--- src/rtl/core/lrd_pkg.sv ---
// ----------------------------------------------------------------------------
// lrd_pkg
// Shared types and constants of the LCG random draw unit: draw op codes,
// controller states, datapath command and status words.
// ----------------------------------------------------------------------------
package lrd_pkg;

	localparam int WEIGHT_ENTRIES = 8;
	localparam int WEIGHT_BITS    = 16;
	localparam int IDX_W          = $clog2(WEIGHT_ENTRIES);
	localparam int N_W            = $clog2(WEIGHT_ENTRIES + 1);
	localparam int CMP_W          = N_W + IDX_W;
	localparam int TOTAL_W        = WEIGHT_BITS + $clog2(WEIGHT_ENTRIES);

	localparam logic [31:0] LCG_MUL = 32'd1664525;
	localparam logic [31:0] LCG_ADD = 32'd1013904223;
	localparam logic [15:0] SCALE16 = 16'hFFFF;
	localparam logic [23:0] SCALE24 = 24'hFFFFFF;

	// u (24b) times 33b signed operand
	localparam int PROD_W    = 57;
	localparam int QUO_W     = 34;
	localparam int S_TDATA_W = 168;

	typedef enum logic [3:0] {
		OP_SEED     = 4'd0,
		OP_UNIT     = 4'd1,
		OP_FINE     = 4'd2,
		OP_BETWEEN  = 4'd3,
		OP_FBETWEEN = 4'd4,
		OP_CHANCE   = 4'd5,
		OP_SIGN     = 4'd6,
		OP_SIGNED   = 4'd7,
		OP_BELOW    = 4'd8,
		OP_LOADW    = 4'd9,
		OP_WEIGHTED = 4'd10
	} lrd_op_t;

	typedef enum logic [3:0] {
		S_IDLE,
		S_DECODE,
		S_DRAW,
		S_MULHI,
		S_ABS,
		S_DIV,
		S_FIX,
		S_SUM,
		S_TOTAL,
		S_SCAN,
		S_OUT
	} lrd_state_t;

	typedef enum logic [1:0] {
		MUL_SPAN,
		MUL_COUNT,
		MUL_TOTAL
	} lrd_mul_sel_t;

	typedef enum logic [3:0] {
		RES_UNIT,
		RES_FINE,
		RES_CHANCE,
		RES_SIGN,
		RES_SIGNED,
		RES_BETWEEN,
		RES_BELOW,
		RES_ZERO,
		RES_EMPTY,
		RES_MISS,
		RES_HIT
	} lrd_res_sel_t;

	typedef struct packed {
		logic         capture;
		logic         seed;
		logic         wr_weight;
		logic         advance;
		logic         fine;
		lrd_mul_sel_t mul_sel;
		logic         mul_lo;
		logic         mul_hi;
		logic         div_init;
		logic         div_step;
		logic         res_load;
		lrd_res_sel_t res_sel;
		logic         sum_clr;
		logic         sum_acc;
		logic         scan_init;
		logic         scan_step;
		logic         idx_inc;
		logic         load_out;
	} lrd_cmd_t;

	typedef struct packed {
		logic count_pos;
		logic total_zero;
		logic div_done;
		logic scan_hit;
		logic idx_last;
	} lrd_status_t;

endpackage

--- src/rtl/core/lcg_random_draw_unit_top.sv ---
// ----------------------------------------------------------------------------
// lcg_random_draw_unit_top
// Random draw unit on a 32-bit LCG: uniform, ranged, chance, sign and
// weighted index draws, with an 8-entry weight table.
// ----------------------------------------------------------------------------
// Usage:
//  One command word enters on the s_ channel (command in s_tuser, operands
//  in s_tdata). Seed and load-weight update state and return no word; codes
//  above weighted are dropped. Every other command returns one word on the
//  m_ channel: value in m_tdata, flag in m_tuser.
//  Commands are handled one at a time. Unit/fine/chance/sign/signed draw
//  and return; below with count <= 0 returns zero without a draw;
//  between/fine-between/below take two multiplier passes, then the
//  fold-and-add divider by 2^k-1; weighted sums the table, returns when
//  empty, else draws, divides and scans up to 8 entries one per cycle.
//  Seed and load-weight keep the unit busy only while they update state;
//  otherwise the next word is taken once the result is in the output register.
//  s_tready is high whenever no command is in progress, also while an
//  output word is still waiting; a command that finishes while the output
//  word is stalled waits until it is taken. Reset clears the generator
//  state and the weight table and empties the output.
// ----------------------------------------------------------------------------
module lcg_random_draw_unit_top (
	input  logic                          clk,
	input  logic                          arst_n,
	input  logic                          s_tvalid,
	output logic                          s_tready,
	// s_tdata, from bit 0: seed_value[32], low_bound[32], high_bound[32],
	// probability[16], draw_count[32], weight_index[3], weight_value[16], pad[5]
	input  logic [lrd_pkg::S_TDATA_W-1:0] s_tdata,
	// s_tuser: command[4]
	input  logic [3:0]                    s_tuser,
	output logic                          m_tvalid,
	input  logic                          m_tready,
	// m_tdata: result_value[32]
	output logic [31:0]                   m_tdata,
	// m_tuser: result_flag[1]
	output logic [0:0]                    m_tuser
);

	lrd_pkg::lrd_cmd_t    cmd;
	lrd_pkg::lrd_status_t status;
	logic                 out_flag;

	lrd_ctrl u_ctrl (
		.clk      (clk),
		.arst_n   (arst_n),
		.s_tvalid (s_tvalid),
		.s_tready (s_tready),
		.s_tuser  (s_tuser),
		.m_tvalid (m_tvalid),
		.m_tready (m_tready),
		.status   (status),
		.cmd      (cmd)
	);

	lrd_dpath u_dpath (
		.clk       (clk),
		.arst_n    (arst_n),
		.cmd       (cmd),
		.status    (status),
		.s_tdata   (s_tdata),
		.out_value (m_tdata),
		.out_flag  (out_flag)
	);

	assign m_tuser = out_flag;

endmodule

--- src/rtl/core/lrd_dpath.sv ---
// ----------------------------------------------------------------------------
// lrd_dpath
// Datapath: generator state, weight table, two-pass multiplier, divider by
// 2^k-1 (fold and add), weight sum and scan, result and output registers.
// ----------------------------------------------------------------------------
module lrd_dpath (
	input  logic                           clk,
	input  logic                           arst_n,
	input  lrd_pkg::lrd_cmd_t              cmd,
	output lrd_pkg::lrd_status_t           status,
	input  logic [lrd_pkg::S_TDATA_W-1:0]  s_tdata,
	output logic [31:0]                    out_value,
	output logic                           out_flag
);

	logic [31:0]        seed_q;
	logic signed [31:0] lo_q;
	logic signed [31:0] hi_q;
	logic [15:0]        prob_q;
	logic signed [31:0] count_q;
	logic [2:0]         widx_q;
	logic [15:0]        wval_q;
	logic [lrd_pkg::N_W-1:0] n_q;
	logic signed [31:0] cnt_in;

	logic [31:0] lcg_q;
	logic [lrd_pkg::WEIGHT_BITS-1:0] weight_q [lrd_pkg::WEIGHT_ENTRIES];

	logic [15:0] u16;
	logic [23:0] u24;
	logic [23:0] mul_a;
	logic [32:0] span;
	logic [32:0] mul_b;
	logic [39:0] prod_lo;
	logic signed [41:0] prod_hi;
	logic [lrd_pkg::PROD_W-1:0] prod_q;

	logic                       neg_q;
	logic [lrd_pkg::PROD_W-1:0] r_q;
	logic [lrd_pkg::QUO_W-1:0]  q_q;
	logic [lrd_pkg::PROD_W-1:0] r_hi;
	logic [lrd_pkg::PROD_W-1:0] r_lo;
	logic [lrd_pkg::PROD_W-1:0] div_d;
	logic                       r_full;
	logic                       r_nz;
	logic [lrd_pkg::QUO_W-1:0]  q_fin;
	logic [lrd_pkg::QUO_W:0]    mag;
	logic [lrd_pkg::QUO_W:0]    quo;
	logic [lrd_pkg::QUO_W:0]    between_w;
	logic [31:0]                below_v;

	logic [lrd_pkg::TOTAL_W-1:0]     total_q;
	logic [lrd_pkg::TOTAL_W-1:0]     run_q;
	logic [lrd_pkg::TOTAL_W-1:0]     roll_q;
	logic [lrd_pkg::IDX_W-1:0]       idx_q;
	logic [lrd_pkg::WEIGHT_BITS-1:0] w_cur;
	logic                            in_rng;
	logic [lrd_pkg::TOTAL_W-1:0]     run_next;

	logic [31:0] res_val_q;
	logic        res_flag_q;
	logic [31:0] out_value_q;
	logic        out_flag_q;

	// input word capture
	assign cnt_in = s_tdata[143:112];

	always_ff @(posedge clk) begin
		if (cmd.capture) begin
			seed_q  <= s_tdata[31:0];
			lo_q    <= s_tdata[63:32];
			hi_q    <= s_tdata[95:64];
			prob_q  <= s_tdata[111:96];
			count_q <= cnt_in;
			widx_q  <= s_tdata[146:144];
			wval_q  <= s_tdata[162:147];
			if (cnt_in[31] || cnt_in == 32'sd0) begin
				n_q <= '0;
			end else if (cnt_in > 32'(lrd_pkg::WEIGHT_ENTRIES)) begin
				n_q <= lrd_pkg::N_W'(lrd_pkg::WEIGHT_ENTRIES);
			end else begin
				n_q <= cnt_in[lrd_pkg::N_W-1:0];
			end
		end
	end

	// generator
	always_ff @(posedge clk or negedge arst_n) begin
		if (!arst_n) begin
			lcg_q <= '0;
		end else if (cmd.seed) begin
			lcg_q <= seed_q;
		end else if (cmd.advance) begin
			lcg_q <= lcg_q * lrd_pkg::LCG_MUL + lrd_pkg::LCG_ADD;
		end
	end

	// weight table
	always_ff @(posedge clk or negedge arst_n) begin
		if (!arst_n) begin
			for (int i = 0; i < lrd_pkg::WEIGHT_ENTRIES; i++) begin
				weight_q[i] <= '0;
			end
		end else if (cmd.wr_weight &&
				(lrd_pkg::CMP_W'(widx_q) < lrd_pkg::CMP_W'(lrd_pkg::WEIGHT_ENTRIES))) begin
			weight_q[widx_q[lrd_pkg::IDX_W-1:0]] <= wval_q[lrd_pkg::WEIGHT_BITS-1:0];
		end
	end

	// multiplier, low half then signed high half of the operand
	assign u16   = lcg_q[23:8];
	assign u24   = lcg_q[31:8];
	assign mul_a = cmd.fine ? u24 : {8'h00, u16};
	assign span  = {hi_q[31], hi_q} - {lo_q[31], lo_q};

	always_comb begin
		case (cmd.mul_sel)
			lrd_pkg::MUL_SPAN:  mul_b = span;
			lrd_pkg::MUL_COUNT: mul_b = {count_q[31], count_q};
			lrd_pkg::MUL_TOTAL: mul_b = 33'(total_q);
			default:            mul_b = '0;
		endcase
	end

	assign prod_lo = 40'(mul_a) * 40'(mul_b[15:0]);
	assign prod_hi = $signed({18'h00000, mul_a}) * $signed({{25{mul_b[32]}}, mul_b[32:16]});

	always_ff @(posedge clk) begin
		if (cmd.mul_lo) begin
			prod_q <= lrd_pkg::PROD_W'(prod_lo);
		end else if (cmd.mul_hi) begin
			prod_q <= prod_q + {prod_hi[40:0], 16'h0000};
		end
	end

	// divide by 2^k-1: n = a*2^k + b  ->  q += a, r = a + b
	assign r_hi  = cmd.fine ? (r_q >> 24) : (r_q >> 16);
	assign r_lo  = cmd.fine ? (r_q & lrd_pkg::PROD_W'(lrd_pkg::SCALE24))
	                        : (r_q & lrd_pkg::PROD_W'(lrd_pkg::SCALE16));
	assign div_d = cmd.fine ? lrd_pkg::PROD_W'(lrd_pkg::SCALE24)
	                        : lrd_pkg::PROD_W'(lrd_pkg::SCALE16);

	always_ff @(posedge clk) begin
		if (cmd.div_init) begin
			neg_q <= prod_q[lrd_pkg::PROD_W-1];
			r_q   <= prod_q[lrd_pkg::PROD_W-1] ? (lrd_pkg::PROD_W'(0) - prod_q) : prod_q;
			q_q   <= '0;
		end else if (cmd.div_step) begin
			q_q <= q_q + r_hi[lrd_pkg::QUO_W-1:0];
			r_q <= r_hi + r_lo;
		end
	end

	assign r_full    = (r_q == div_d);
	assign r_nz      = (r_q != '0) && !r_full;
	assign q_fin     = q_q + lrd_pkg::QUO_W'(r_full);
	assign mag       = {1'b0, q_fin} + (lrd_pkg::QUO_W + 1)'(r_nz);
	assign quo       = neg_q ? ((lrd_pkg::QUO_W + 1)'(0) - mag) : {1'b0, q_fin};
	assign between_w = {{(lrd_pkg::QUO_W - 31){lo_q[31]}}, lo_q} + quo;
	assign below_v   = (q_fin >= lrd_pkg::QUO_W'(unsigned'(count_q))) ?
	                   (count_q - 32'sd1) : q_fin[31:0];

	// weight sum and scan
	assign w_cur    = weight_q[idx_q];
	assign in_rng   = lrd_pkg::CMP_W'(idx_q) < lrd_pkg::CMP_W'(n_q);
	assign run_next = run_q + lrd_pkg::TOTAL_W'(w_cur);

	always_ff @(posedge clk) begin
		if (cmd.sum_clr) begin
			total_q <= '0;
		end else if (cmd.sum_acc && in_rng) begin
			total_q <= total_q + lrd_pkg::TOTAL_W'(w_cur);
		end
		if (cmd.scan_init) begin
			roll_q <= q_fin[lrd_pkg::TOTAL_W-1:0];
			run_q  <= '0;
		end else if (cmd.scan_step) begin
			run_q <= run_next;
		end
		if (cmd.sum_clr || cmd.scan_init) begin
			idx_q <= '0;
		end else if (cmd.idx_inc) begin
			idx_q <= idx_q + 1'b1;
		end
	end

	// result
	always_ff @(posedge clk) begin
		if (cmd.res_load) begin
			res_flag_q <= 1'b0;
			case (cmd.res_sel)
				lrd_pkg::RES_UNIT:    res_val_q <= {16'h0000, u16};
				lrd_pkg::RES_FINE:    res_val_q <= {8'h00, u24};
				lrd_pkg::RES_CHANCE: begin
					res_val_q  <= {16'h0000, u16};
					res_flag_q <= (u16 < prob_q);
				end
				lrd_pkg::RES_SIGN:    res_val_q <= u16[15] ? 32'h0000_0001 : 32'hFFFF_FFFF;
				lrd_pkg::RES_SIGNED:  res_val_q <= {15'h0000, u16, 1'b0} - 32'(lrd_pkg::SCALE16);
				lrd_pkg::RES_BETWEEN: res_val_q <= between_w[31:0];
				lrd_pkg::RES_BELOW:   res_val_q <= below_v;
				lrd_pkg::RES_EMPTY: begin
					res_val_q  <= 32'hFFFF_FFFF;
					res_flag_q <= 1'b1;
				end
				lrd_pkg::RES_MISS:    res_val_q <= 32'hFFFF_FFFF;
				lrd_pkg::RES_HIT:     res_val_q <= 32'(idx_q);
				default:              res_val_q <= '0;
			endcase
		end
	end

	always_ff @(posedge clk) begin
		if (cmd.load_out) begin
			out_value_q <= res_val_q;
			out_flag_q  <= res_flag_q;
		end
	end

	assign out_value = out_value_q;
	assign out_flag  = out_flag_q;

	assign status.count_pos  = !count_q[31] && (count_q != 32'sd0);
	assign status.total_zero = (total_q == '0);
	assign status.div_done   = (r_hi == '0);
	assign status.scan_hit   = in_rng && (w_cur != '0) && (run_next >= roll_q);
	assign status.idx_last   = (idx_q == lrd_pkg::IDX_W'(lrd_pkg::WEIGHT_ENTRIES - 1));

endmodule

--- src/rtl/core/lrd_ctrl.sv ---
// ----------------------------------------------------------------------------
// lrd_ctrl
// Controller: sequences one command at a time through the datapath and
// owns the input ready and the output valid.
// ----------------------------------------------------------------------------
module lrd_ctrl (
	input  logic                 clk,
	input  logic                 arst_n,
	input  logic                 s_tvalid,
	output logic                 s_tready,
	input  logic [3:0]           s_tuser,
	output logic                 m_tvalid,
	input  logic                 m_tready,
	input  lrd_pkg::lrd_status_t status,
	output lrd_pkg::lrd_cmd_t    cmd
);

	lrd_pkg::lrd_state_t state_q;
	lrd_pkg::lrd_state_t state_d;
	lrd_pkg::lrd_op_t    op_q;
	logic                m_valid_q;
	logic                simple_op;

	assign s_tready = (state_q == lrd_pkg::S_IDLE);
	assign m_tvalid = m_valid_q;

	assign simple_op = (op_q == lrd_pkg::OP_UNIT) || (op_q == lrd_pkg::OP_FINE) ||
	                   (op_q == lrd_pkg::OP_CHANCE) || (op_q == lrd_pkg::OP_SIGN) ||
	                   (op_q == lrd_pkg::OP_SIGNED);

	always_ff @(posedge clk or negedge arst_n) begin
		if (!arst_n) begin
			state_q   <= lrd_pkg::S_IDLE;
			op_q      <= lrd_pkg::OP_SEED;
			m_valid_q <= 1'b0;
		end else begin
			state_q <= state_d;
			if (s_tvalid && s_tready) begin
				op_q <= lrd_pkg::lrd_op_t'(s_tuser);
			end
			if (cmd.load_out) begin
				m_valid_q <= 1'b1;
			end else if (m_tready) begin
				m_valid_q <= 1'b0;
			end
		end
	end

	// next state
	always_comb begin
		state_d = state_q;
		unique case (state_q)
			lrd_pkg::S_IDLE: begin
				if (s_tvalid) state_d = lrd_pkg::S_DECODE;
			end
			lrd_pkg::S_DECODE: begin
				unique case (op_q) inside
					lrd_pkg::OP_UNIT, lrd_pkg::OP_FINE, lrd_pkg::OP_BETWEEN,
					lrd_pkg::OP_FBETWEEN, lrd_pkg::OP_CHANCE, lrd_pkg::OP_SIGN,
					lrd_pkg::OP_SIGNED: state_d = lrd_pkg::S_DRAW;
					lrd_pkg::OP_BELOW: begin
						state_d = status.count_pos ? lrd_pkg::S_DRAW : lrd_pkg::S_OUT;
					end
					lrd_pkg::OP_WEIGHTED: state_d = lrd_pkg::S_SUM;
					default:              state_d = lrd_pkg::S_IDLE;
				endcase
			end
			lrd_pkg::S_DRAW:  state_d = simple_op ? lrd_pkg::S_OUT : lrd_pkg::S_MULHI;
			lrd_pkg::S_MULHI: state_d = lrd_pkg::S_ABS;
			lrd_pkg::S_ABS:   state_d = lrd_pkg::S_DIV;
			lrd_pkg::S_DIV: begin
				if (status.div_done) state_d = lrd_pkg::S_FIX;
			end
			lrd_pkg::S_FIX: begin
				state_d = (op_q == lrd_pkg::OP_WEIGHTED) ? lrd_pkg::S_SCAN : lrd_pkg::S_OUT;
			end
			lrd_pkg::S_SUM: begin
				if (status.idx_last) state_d = lrd_pkg::S_TOTAL;
			end
			lrd_pkg::S_TOTAL: begin
				state_d = status.total_zero ? lrd_pkg::S_OUT : lrd_pkg::S_DRAW;
			end
			lrd_pkg::S_SCAN: begin
				if (status.scan_hit || status.idx_last) state_d = lrd_pkg::S_OUT;
			end
			lrd_pkg::S_OUT: begin
				if (!m_valid_q || m_tready) state_d = lrd_pkg::S_IDLE;
			end
			default: state_d = lrd_pkg::S_IDLE;
		endcase
	end

	// outputs
	always_comb begin
		cmd         = '0;
		cmd.fine    = (op_q == lrd_pkg::OP_FINE) || (op_q == lrd_pkg::OP_FBETWEEN);
		cmd.mul_sel = lrd_pkg::MUL_SPAN;
		cmd.res_sel = lrd_pkg::RES_ZERO;
		if (op_q == lrd_pkg::OP_BELOW) cmd.mul_sel = lrd_pkg::MUL_COUNT;
		if (op_q == lrd_pkg::OP_WEIGHTED) cmd.mul_sel = lrd_pkg::MUL_TOTAL;
		unique case (state_q)
			lrd_pkg::S_IDLE: cmd.capture = s_tvalid;
			lrd_pkg::S_DECODE: begin
				unique case (op_q) inside
					lrd_pkg::OP_SEED:  cmd.seed = 1'b1;
					lrd_pkg::OP_LOADW: cmd.wr_weight = 1'b1;
					lrd_pkg::OP_UNIT, lrd_pkg::OP_FINE, lrd_pkg::OP_BETWEEN,
					lrd_pkg::OP_FBETWEEN, lrd_pkg::OP_CHANCE, lrd_pkg::OP_SIGN,
					lrd_pkg::OP_SIGNED: cmd.advance = 1'b1;
					lrd_pkg::OP_BELOW: begin
						cmd.advance  = status.count_pos;
						cmd.res_load = !status.count_pos;
						cmd.res_sel  = lrd_pkg::RES_ZERO;
					end
					lrd_pkg::OP_WEIGHTED: cmd.sum_clr = 1'b1;
					default: ;
				endcase
			end
			lrd_pkg::S_DRAW: begin
				if (simple_op) begin
					cmd.res_load = 1'b1;
					unique case (op_q) inside
						lrd_pkg::OP_FINE:   cmd.res_sel = lrd_pkg::RES_FINE;
						lrd_pkg::OP_CHANCE: cmd.res_sel = lrd_pkg::RES_CHANCE;
						lrd_pkg::OP_SIGN:   cmd.res_sel = lrd_pkg::RES_SIGN;
						lrd_pkg::OP_SIGNED: cmd.res_sel = lrd_pkg::RES_SIGNED;
						default:            cmd.res_sel = lrd_pkg::RES_UNIT;
					endcase
				end else begin
					cmd.mul_lo = 1'b1;
				end
			end
			lrd_pkg::S_MULHI: cmd.mul_hi = 1'b1;
			lrd_pkg::S_ABS:   cmd.div_init = 1'b1;
			lrd_pkg::S_DIV:   cmd.div_step = !status.div_done;
			lrd_pkg::S_FIX: begin
				unique case (op_q) inside
					lrd_pkg::OP_WEIGHTED: cmd.scan_init = 1'b1;
					lrd_pkg::OP_BELOW: begin
						cmd.res_load = 1'b1;
						cmd.res_sel  = lrd_pkg::RES_BELOW;
					end
					default: begin
						cmd.res_load = 1'b1;
						cmd.res_sel  = lrd_pkg::RES_BETWEEN;
					end
				endcase
			end
			lrd_pkg::S_SUM: begin
				cmd.sum_acc = 1'b1;
				cmd.idx_inc = 1'b1;
			end
			lrd_pkg::S_TOTAL: begin
				cmd.advance  = !status.total_zero;
				cmd.res_load = status.total_zero;
				cmd.res_sel  = lrd_pkg::RES_EMPTY;
			end
			lrd_pkg::S_SCAN: begin
				cmd.scan_step = 1'b1;
				cmd.idx_inc   = 1'b1;
				if (status.scan_hit) begin
					cmd.res_load = 1'b1;
					cmd.res_sel  = lrd_pkg::RES_HIT;
				end else if (status.idx_last) begin
					cmd.res_load = 1'b1;
					cmd.res_sel  = lrd_pkg::RES_MISS;
				end
			end
			lrd_pkg::S_OUT: cmd.load_out = !m_valid_q || m_tready;
			default: ;
		endcase
	end

	a_out_free: assert property (@(posedge clk) disable iff (!arst_n)
		cmd.load_out |-> (!m_valid_q || m_tready))
		else $error("output word overwritten before taken");

	a_accept_decode: assert property (@(posedge clk) disable iff (!arst_n)
		(s_tvalid && s_tready) |=> (state_q == lrd_pkg::S_DECODE))
		else $error("accepted word not decoded");

	a_state_writes: assert property (@(posedge clk) disable iff (!arst_n)
		$onehot0({cmd.seed, cmd.advance, cmd.wr_weight}))
		else $error("conflicting state updates");

	a_busy_no_ready: assert property (@(posedge clk) disable iff (!arst_n)
		(state_q != lrd_pkg::S_IDLE) |-> !s_tready)
		else $error("ready while busy");

endmodule
--- config.mk ---
export PLATFORM = sky130hd
export DESIGN_NAME = lcg_random_draw_unit_top
export DESIGN_NICKNAME = d
export VERILOG_FILES = /design/src/rtl/core/lrd_pkg.sv /design/src/rtl/core/lcg_random_draw_unit_top.sv /design/src/rtl/core/lrd_dpath.sv /design/src/rtl/core/lrd_ctrl.sv
export SDC_FILE = /design/constraint.sdc
export NUM_CORES = 2
export LEC_CHECK = 0
export BUFFER_PORTS_ARGS = -buffer_cell sky130_fd_sc_hd__buf_2
export CAP_MARGIN = 20
export CORE_ASPECT_RATIO = 2
export CORE_MARGIN = 2
export CORE_UTILIZATION = 30
export DETAILED_ROUTE_END_ITERATION = 8
export PLACE_DENSITY_LB_ADDON = 0.1
export SLEW_MARGIN = 25
export SYNTH_ARGS = -nofsm -noshare
export SYNTH_HDL_FRONTEND = slang
export SYNTH_SLANG_ARGS = --single-unit
--- constraint.sdc ---
create_clock -name clk -period 9.7 [get_ports clk]
set_clock_uncertainty 0.1 [all_clocks]
set_input_delay 1.455 -clock clk [delete_from_list [all_inputs] [get_ports clk]]
set_output_delay 1.455 -clock clk [all_outputs]
set_load 0.02 [all_outputs]
* Word-level counts from Yosys, hierarchy flattened *
Cells that the tools add are included.

word-level totals
  word-level logic and storage cells = 206
  output and inout bits = 35
  input bits = 176
  register bits = 611

operators by class
  muxes and demuxes = 64
  equal/unequal tests = 38
  order comparisons = 8
  add/sub/neg operators = 15
  reductions and logical operators = 42
  $mul = 3
  bitwise operators = 2

operator list
  kind                                               number
  case mux 32 bit (8 select lines)                   1
  2-to-1 mux 57 bit                                  3
  2-to-1 mux 32 bit                                  5
  bitwise mux 128 bit                                1
  adder 57 bit                                       2
  case mux 33 bit (3 select lines)                   1
  2-to-1 mux 40 bit                                  2
  2-to-1 mux 24 bit                                  3
  == test 57 bit                                     1
  logical NOT 57 bit                                 1
  nonzero test 57 bit                                1
  subtractor 1 x 57 -> 57 bit, first input constant  1
  binary-select mux 16 bit (select 3 bit)            1
  demux 16 bit (select 3 bit)                        1
  2-to-1 mux 16 bit                                  3
  == test 4 x 3 -> 1 bit, second input constant      11
  case mux 4 bit (11 select lines)                   1
  multiplier 25 x 17 -> 41 bit                       1
  2-to-1 mux 41 bit                                  1
  multiplier 24 x 16 -> 40 bit                       1
  adder 19 x 16 -> 19 bit                            2
  == test 4 bit, second input constant               9
  2-to-1 mux 4 bit                                   9
  adder 34 x 1 -> 34 bit                             1
  other kinds (46)                                   109

* Depth between registers and ports, before layout *
  depth after elaboration = 12
  mapped depth = 50
  depth with buffers taken out = 50

* Cells and area by module *
A second synthesis with hierarchy kept.

unflattened totals
  cell total of the unflattened synthesis = 7,690
  area, all modules = 72,356.9 um^2

by module, submodules not included
  module     cells an instance  seq. area each (um^2)  area an instance (um^2)  instances
  lrd_dpath  7,562              16,355.7               71,320.9                 1
  lrd_ctrl   128                225.2                  1,036.0                  1

* Least setup slack after synthesis *
No wires, ideal clock.

  kind = reg2reg
  start = register u_dpath.lo_q[1]
  end = register u_dpath.prod_q[56] in the netlist's numbering
  arrival time = 10.402 ns
  buffers on the path = 2
  period minus slack after synthesis = 10.639 ns
  data required time = 9.463 ns
  path slack = -0.939 ns
  cell stages (with the launch flop) = 48
  path through = edfxtp_1 > inv_1 > ha_1 > nor2b_1 > o21a_1 > o21ai_0 > a21oi_1 > o21a_1 > o31ai_1 > o21ai_0 > a221o_1 > a31oi_1 > xnor2_1 > a22o_1 > clkbuf_1 > nand2_1 > fa_1 > inv_1 > [12 not listed] > nor3_1 > o211ai_1 > and2_1 > o21ai_0 > xor2_1 > ha_1 > clkbuf_1 > a21oi_1 > nor2b_1 > o21ai_0 > o21ai_0 > a211oi_1 > a31oi_1 > a311o_1 > a31oi_1 > and2_1 > mux2i_1 > mux2i_1

between the ends
  longest elaborated chain between the ends = 4

ends and longest elaborated chain
  what                              line              source
  from (decl)                       lrd_dpath.sv:17   logic signed [31:0] lo_q;
  from (signal assigned)            lrd_dpath.sv:71   lo_q <= s_tdata[63:32];
  subtractor 32 x 32 -> 33 bit      lrd_dpath.sv:114  assign span = {hi_q[31], hi_q} - {lo_q[31], lo_q};
  case mux 33 bit (3 select lines)  lrd_dpath.sv:117  case (cmd.mul_sel)
  multiplier 25 x 17 -> 41 bit      lrd_dpath.sv:126  assign prod_hi = $signed({18'h00000, mul_a}) * $signed({{25{mul_b[32]}}, mul_b[32:16]});
  adder 57 bit                      lrd_dpath.sv:132  prod_q <= prod_q + {prod_hi[40:0], 16'h0000};
  to (signal assigned)              lrd_dpath.sv:130  prod_q <= lrd_pkg::PROD_W'(prod_lo);
  to (signal assigned)              lrd_dpath.sv:132
  to (decl)                         lrd_dpath.sv:36   logic [lrd_pkg::PROD_W-1:0] prod_q;

No other way between the ends.
A chain may end at the register's enable or synchronous reset.

* Worst setup path after layout *
  start = register u_dpath.lo_q[0]
  end = register u_dpath.prod_q[51] in the netlist's numbering

Same word-level chain as after synthesis.

==> reports/results.ini <==
[status]
outcome=finished, violations left
violations=setup timing

[detailed_routing]
drc=0
drt-total-wl_um=264000
via_per_inst=4.90
wl_per_cell_um=23.0
dr.first_iter.drc_count=2979
dr.pass1.iters=5
ant_nets=0
vias=56200

[synth]
ys_seq_area_frac=0.233
ys.flop_type=edfxtp_1
synth_top_area_frac=0.219
synth_area_leader_cell=fa_1
async_reset_ff_frac=0.277
synth-warning-count=0
syn_area_sq_um=71300
ys_seq_elements=611
synth_fp_nets=9341
ys_types=83
syn_avg_cell_area_sq_um=9.29
netlist_top_cells_area=fa_1 22%, edfxtp_1 15%, ha_1 13%, inv_1 6.0%, dfrtp_1 5.9%
synth-edff-count=350
syn_inst=7670

[floorplan]
die_h_um=693
core_area_sq_um=237000
die-area_sq_um=242000
rows=253
io-pin-count=211
fp.dieW_um=349
initial_core_util=0.301

[clocking]
cts_htree_levels=3
cts.clk_slew.worst_paths_ps=70
root_buffer=clkbuf_16
cts.sinks=611
cts_made_buffers=71
ctsHoldBuffers=0
clockBufferDepth=3
insertion_delay_ps=730
cts_tree=done

[worst_setup_path]
regToRegSetupSlack_ps=-630
slowest_delay_ps=540
cp.arrival_ps=10850
critical_path_class=reg2reg
critPathLaunchType=flip-flop
critPathMaxFanout=8
critPathSlowestCell=fa_1
worst_setup_path_end_kind=flip-flop
critPathRequiredTime_ps=10230

[timing]
setup_tns_ps=-6870
drv_slew=0
worst_slew_pin_slew_ps=1040
min_period_ps=10330
final-setup-viol-count=16
final.period_utilization=1.06
rsz0062_at_grt=yes
hold_ws_ps=313
setup_slack_ps=-626
hold_viol_final=0
slew_headroom=0.304
fmax_ghz=0.0968

[cells_and_area]
fin_util=0.357
nFillCells=24600
final_net_count=10000
drive_gt1_frac=0.178
final_cell_mix=1141 x inv_1, 1007 x nand2_1, 773 x fa_1, 690 x ha_1, 623 x buf_4
area_delta_synth_final_pct=18.6
layout_commonest_cell=inv_1

[global_route]
grt_first_pass_wirelength_um=394000
grt_remaining_overflow=0
antenna_found_initial=14
grt_pass1_vias=59000
track_usage=0.220
grt_max_degree=117

[flow_run]
max_cap_violations=0

[placement]
port_buffers=205
gp_congestion=0.890
hpwlAfterDp_um=219000

[worst_hold_path]
hp-class=reg2reg

-- metrics by stage --
stage / instance area [sq um] / worst slack [ps] / std cells
6_report: 84600 / -626 / 11500
3_3_place_gp: 80700 / -1090 / 11300
3_5_place_dp: 80700 / -1150 / 11300
2_1_floorplan: 71500 / 2.34 / 7670
4_1_cts: 83900 / -675 / 11500
5_1_grt: 84600 / -1170 / 11500
-- flip-flops by register name, summed over array words and instances (netlist names), 34 cells and up --
signal / count
u_dpath.weight_q: 128
u_dpath.prod_q: 57
u_dpath.r_q: 57
u_dpath.q_q: 34
-- synth_stat cells (154+ instances only) --
cell type and number:
o21ai_0 260, mux2_2 154, xnor2_1 287, dfrtp_1 169
clkbuf_1 259, nand2_1 1028, inv_1 1147, nor2_1 430
a21oi_1 405, and2_1 188, ha_1 714, fa_1 781
edfxtp_1 350
-- path summary, 6_finish.rpt --
check	startpoint	end	cells after the start
setup / recovery	u_dpath.lo_q[0]	u_dpath.prod_q[51]	49
hold / removal	u_dpath.res_val_q[28]	u_dpath.out_value[28]	0
setup reg to reg	u_dpath.lo_q[0]	u_dpath.prod_q[51]	49
hold reg to reg	u_dpath.res_val_q[28]	u_dpath.out_value[28]	0
max in group asynchronous	arst_n	u_dpath.weight_q[70]	2
min in group asynchronous	arst_n	u_dpath.lcg_q[3]	1
-- layer usage --
metal | global-route usage | up-vias | wire [um]
met5 | 0 | - | 35
met4 | 0.0539 | 6 | 7100
met3 | 0.0172 | 215 | 8390
met2 | 0.387 | 966 | 131000
met1 | 0.290 | 28200 | 118000
li1 | - | 26800 | -
-- what timing repair did --
| action | 4_1_cts | 5_1_grt |
|---|---|---|
| buffers inserted | 30 | 16 |
| gates cloned | 0 | 0 |
| setup endpoints to repair | 25 | 34 |
| gates resized for setup | 118 | 128 |
| pin swaps | 78 | 84 |
-- cell families (layout without fill, tap and decap cells) --
kind of cell	count (synthesis)	count (layout)	share of synthesized area
simple gates	2209	2209	0.142
mux	237	237	0.0416
buf+inv	1432	2166	0.0754
compound gates	1248	1248	0.110
other cells	0	4	0
xor+xnor	438	438	0.0538
flops	611	611	0.233
fa+ha+maj	1495	1495	0.345
-- critical path: cells and delay by family, from the launching register on --
family                   cells  cell delay, ps
AND/OR/NAND/NOR              9            1240
buffers and inverters       10            1200
XOR/XNOR                     2             260
flip-flops                   1             400
adder cells (fa/ha/maj)     10            3720
AO/OA/AOI/OAI               18            3300
-- final cells by class --
class / instances / area (sq um) / area share
clock inverters: 51 / 687 / 0.00812
repair buffers: 882 / 6570 / 0.0777
inverters: 1152 / 4340 / 0.0513
clock buffers: 81 / 1870 / 0.0221
multi-input cells: 5627 / 50700 / 0.599
well taps: 3060 / 3830 / 0.0453
diodes: 4 / 10.0 / 0.000118
flip-flops and latches: 611 / 16600 / 0.196
Power is not shown: default switching activity piles up to over one toggle a cycle in this logic, so the estimate is an artifact.
